### src/rtl/sid_div.sv
// pipelined restoring divider: one quotient bit per stage, magnitude only
module sid_div #(
  parameter int NW = 36,
  parameter int DW = 36,
  parameter int QW = 18,
  parameter int TW = 1
) (
  input  logic          clk,
  input  logic          rst,
  input  logic          en,
  input  logic          in_valid,
  input  logic [NW-1:0] num,
  input  logic [DW-1:0] den,
  input  logic [TW-1:0] tag_in,
  output logic          out_valid,
  output logic [QW-1:0] quo,
  output logic [TW-1:0] tag_out
);
  logic [QW:0]         vld;
  logic [NW-1:0]       rem [QW+1];
  logic [DW-1:0]       dv  [QW+1];
  logic [QW-1:0]       qq  [QW+1];
  logic [TW-1:0]       tg  [QW+1];

  assign vld[0] = in_valid;
  assign rem[0] = num;
  assign dv[0]  = den;
  assign qq[0]  = '0;
  assign tg[0]  = tag_in;

  for (genvar s = 0; s < QW; s++) begin : g_stage
    localparam int SH = QW - 1 - s;
    logic [NW+QW-1:0] trial;
    logic             ge;
    assign trial = {{QW{1'b0}}, dv[s]} << SH;
    assign ge    = {{QW{1'b0}}, rem[s]} >= trial;
    always_ff @(posedge clk) begin
      if (rst) begin
        vld[s+1] <= 1'b0;
      end else if (en) begin
        vld[s+1] <= vld[s];
      end
    end
    always_ff @(posedge clk) begin
      if (en) begin
        rem[s+1] <= ge ? rem[s] - trial[NW-1:0] : rem[s];
        qq[s+1]  <= qq[s] | (QW'(ge) << SH);
        dv[s+1]  <= dv[s];
        tg[s+1]  <= tg[s];
      end
    end
  end

  assign out_valid = vld[QW];
  assign quo       = qq[QW];
  assign tag_out   = tg[QW];
endmodule

### config.mk
export PLATFORM = sky130hd
export DESIGN_NAME = sid_div
export DESIGN_NICKNAME = d
export VERILOG_FILES = /design/src/rtl/sid_div.sv
export SDC_FILE = /design/constraint.sdc
export NUM_CORES = 2
export LEC_CHECK = 0
export BUFFER_PORTS_ARGS = -buffer_cell sky130_fd_sc_hd__buf_2
export CAP_MARGIN = 30
export CORE_ASPECT_RATIO = 0.7
export CORE_UTILIZATION = 60
export CTS_CLUSTER_SIZE = 40
export DETAILED_ROUTE_END_ITERATION = 8
export GPL_TIMING_DRIVEN = 0
export PLACE_DENSITY = 0.75
export SETUP_SLACK_MARGIN = 0.4
export SLEW_MARGIN = 20
export SYNTH_ARGS = -nofsm -noshare
export SYNTH_HDL_FRONTEND = slang
export SYNTH_SLANG_ARGS = --single-unit
export TNS_END_PERCENT = 100
### constraint.sdc
create_clock -name clk -period 7.35 [get_ports clk]
set_input_delay 0.735 -clock clk [delete_from_list [all_inputs] [get_ports clk]]
set_output_delay 0.735 -clock clk [all_outputs]
set_load 0.1 [all_outputs]
==> results.py <==
metrics = {
    "status": {
        "status": "complete, no violations",
    },
    "synth": {
        "ys_top_cells_by_area": "edfxtp_1 (57%), ha_1 (8.4%), mux2_2 (3.5%), inv_1 (3.1%), xnor2_1 (2.7%)",
        "synth_area_um2": 73900,
        "synth_common_cells": "edfxtp_1 (1413), inv_1 (620), ha_1 (495)",
        "syn_area_per_cell_um2": 12.3,
        "synth_seq_area_share": 0.579,
        "syn_inst": 6015,
        "ys_warn_count": 0,
        "yosys.area.top_type_share": 0.574,
        "ys_ff_latch": 1431,
        "syn_nets": 6604,
        "yosysTopAreaCell": "edfxtp_1",
        "yosysMostFrequentCell": "edfxtp_1",
        "synth_enable_flop_cells": 1413,
        "ys_dominant_reg_cell": "edfxtp_1",
        "synth.distinct_cells": 86,
        "ys_async_sr_fraction": 0,
    },
    "critical_path": {
        "worst_path_most_repeated_cell": "a21oi_1",
        "crit_fanout": 10,
        "regToRegStartpoint": "rem[332]",
        "crit_arrival_ns": 6.11,
        "cp_cell_sequence": "inv_1 -> ha_1 -> fa_1 -> nor2b_1 -> o31a_1 -> o31ai_1 -> a21oi_1 -> a21oi_1 -> o21ai_0 -> a21oi_1 -> o211ai_1 -> o2111ai_2 -> buf_2 -> mux2_2",
        "r2r_end": "rem[318]",
        "critPathSlowestCell": "a21oi_1",
        "rr_worst_depth": 14,
        "crit_path_end_kind": "flop",
        "required_ns": 7.89,
        "critPathLaunchType": "flop",
        "rrSetupSlack_ns": 1.78,
        "crit_start": "rem[332]",
        "slowest_delay_ns": 0.59,
        "path_class": "flop to flop",
    },
    "floorplan": {
        "fp.coreArea_um2": 122000,
        "fp-row-count": 107,
        "die_w_um": 422,
        "io_pins": 97,
        "initial_core_util": 0.606,
        "die_h_um": 296,
        "die_area_um2": 125000,
    },
    "cells_and_area": {
        "fin_util": 0.669,
        "fin_nets": 6861,
        "final_cells": 8021,
        "syn2layout_area_growth_pct": 10.4,
        "drive_above_1_share": 0.104,
    },
    "min_path": {
        "whs_path_depth": 1,
        "hold_class": "primary input to flop",
        "hp-start": "den[35]",
        "holdPathEnd": "dv[647]",
    },
    "flow_run": {
        "drv_cap": 0,
    },
    "timing": {
        "rsz0062_at_grt": "no",
        "fin_ws_ns": 1.78,
        "setup_violations": 0,
        "fin_setup_tns_ns": 0,
        "finalMaxSlewViolations": 0,
        "fin_crit_sh": 0.758,
        "hold_viol": 0,
        "fmax_ghz": 0.179,
        "maxSlewHeadroom": 0.253,
        "worst_pin_slew_ns": 1.12,
        "clock_skew_ns": 0.0258,
        "finalCriticalPeriod_ns": 5.57,
    },
    "clock_network": {
        "cts-resized-gates": 0,
        "cts_tree": "done",
        "cts_buffers": 141,
        "cts_hold_buffers": 0,
        "clk-insertion-delay-late_ns": 0.80,
        "cts.sinks": 1431,
        "cts_root_buffer": "clkbuf_16",
        "htree_num_levels": 4,
        "path_clk_slew_ns": 0.06,
        "cts_setup_buffers": 0,
        "cts_max_path_buffers": 3,
    },
    "power": {
        "peakVddDrop_v": 0.000213,
        "leakagePower_uw": 0.0330,
        "power.density_nw_per_um2": 249,
    },
    "route": {
        "drc": 0,
        "drt_iter0_markers": 6223,
        "num_vias": 49200,
        "routed_wl_um": 178000,
        "viasPerCell": 6.14,
        "wl_per_cell_um": 22.2,
        "first_pass_iters": 8,
        "postRouteAntennaNets": 0,
    },
    "place": {
        "dpl_worst_slack_ns": 2.05,
        "numPortBuffers": 95,
        "gp_congestion": 1.04,
        "dp_hpwl_um": 134000,
        "dp_cells": 7762,
    },
    "grt": {
        "grt_start_max_net_pins": 156,
        "grt_pass1_vias": 45000,
        "antenna_found_initial": 6,
        "grt_pass1_wl_um": 270000,
        "grt-ovfl-total": 0,
        "grt.total_usage": 0.284,
    },
}
area by class of cell:
type	count	area [µm²]
antenna	2	5.00
buffer	121	586
clock buffer	167	3630
clock inverter	88	1070
fill	8752	40400
inverter	620	2330
multi-input combinational	3843	28300
sequential	1431	42800
tap	1635	2050
timing repair buffer	114	842
power breakdown:
| part | internal (µW) | leakage (µW) | switching (µW) |
|---|---|---|---|
| clock network | 4180 | 0.00228 | 3250 |
| registers | 9560 | 0.0140 | 305 |
| logic | 1200 | 0.0167 | 1820 |
| total | 14900 | 0.0330 | 5370 |
cells by family (layout without fill, tap and decap cells):
group / after synthesis / after routing / synth area share
fa+ha+maj: 512 / 512 / 0.0884
other cells: 0 / 2 / 0
buf+inv: 741 / 1110 / 0.0394
simple gates: 1302 / 1302 / 0.0878
flops: 1431 / 1431 / 0.579
xor+xnor: 374 / 374 / 0.0443
mux: 295 / 295 / 0.0442
compound gates: 1360 / 1360 / 0.117
worst max-delay path, delay by kind of cell (launching register included):
kind                       cells  cell delay [ns]
muxes                          1             0.40
and+or+nand+nor                1             0.08
DFF                            1             0.37
buffers and inverters          2             0.65
adders and majority gates      2             0.41
AOI/OAI and AO/OA              8             3.36
how the worst max path moves through the flow:
stage               end  slack [ns]
2_1_floorplan  rem[631]        3.76
3_3_place_gp    quo[17]      -16.08
3_5_place_dp   rem[318]        2.05
4_1_cts        rem[318]        1.99
5_1_grt        rem[318]        1.64
6_report       rem[318]        1.78
layout by cell type, fill, tap and decap left out, types with 72 or more instances in the layout:
cell,Yosys,layout
edfxtp_1,1413,1413
inv_1,620,620
ha_1,495,495
nand2_1,380,380
a21oi_1,360,360
o21ai_0,351,351
nor2_1,261,261
mux2_2,229,229
xnor2_1,224,224
a21o_1,198,198
xor2_1,150,150
clkbuf_16,0,141
buf_2,18,113
clkbuf_1,73,99
nand3_1,97,97
nand4_1,88,88
nor3_1,89,88
o21a_1,72,72
metrics by stage:
step / cell area (µm²) / power [µW] / hold slack, ns
6_report: 81600 / 20300 / 0.120
3_3_place_gp: 76400 / 13100 / 0.401
2_1_floorplan: 73900 / 12000 / 0.400
4_1_cts: 81600 / 20300 / 0.0663
5_1_grt: 81600 / 21000 / 0.0892
3_5_place_dp: 76900 / 12900 / 0.405
per-layer routing:
metal  global-route usage  share of wire  up-vias
li1                     -              -    22900
met1                0.480           0.50    24000
met2                0.333           0.35     2185
met3                0.106           0.13      169
met4               0.0538          0.012        0
met5                    0              0        -
flip-flops by register name, summed over array words and instances (netlist names):
signal and cells:
quo 18, vld 17, dv 612, tg 17, qq 153, out_valid 1, rem 612, tag_out 1
(Power assumes the default switching activity.)
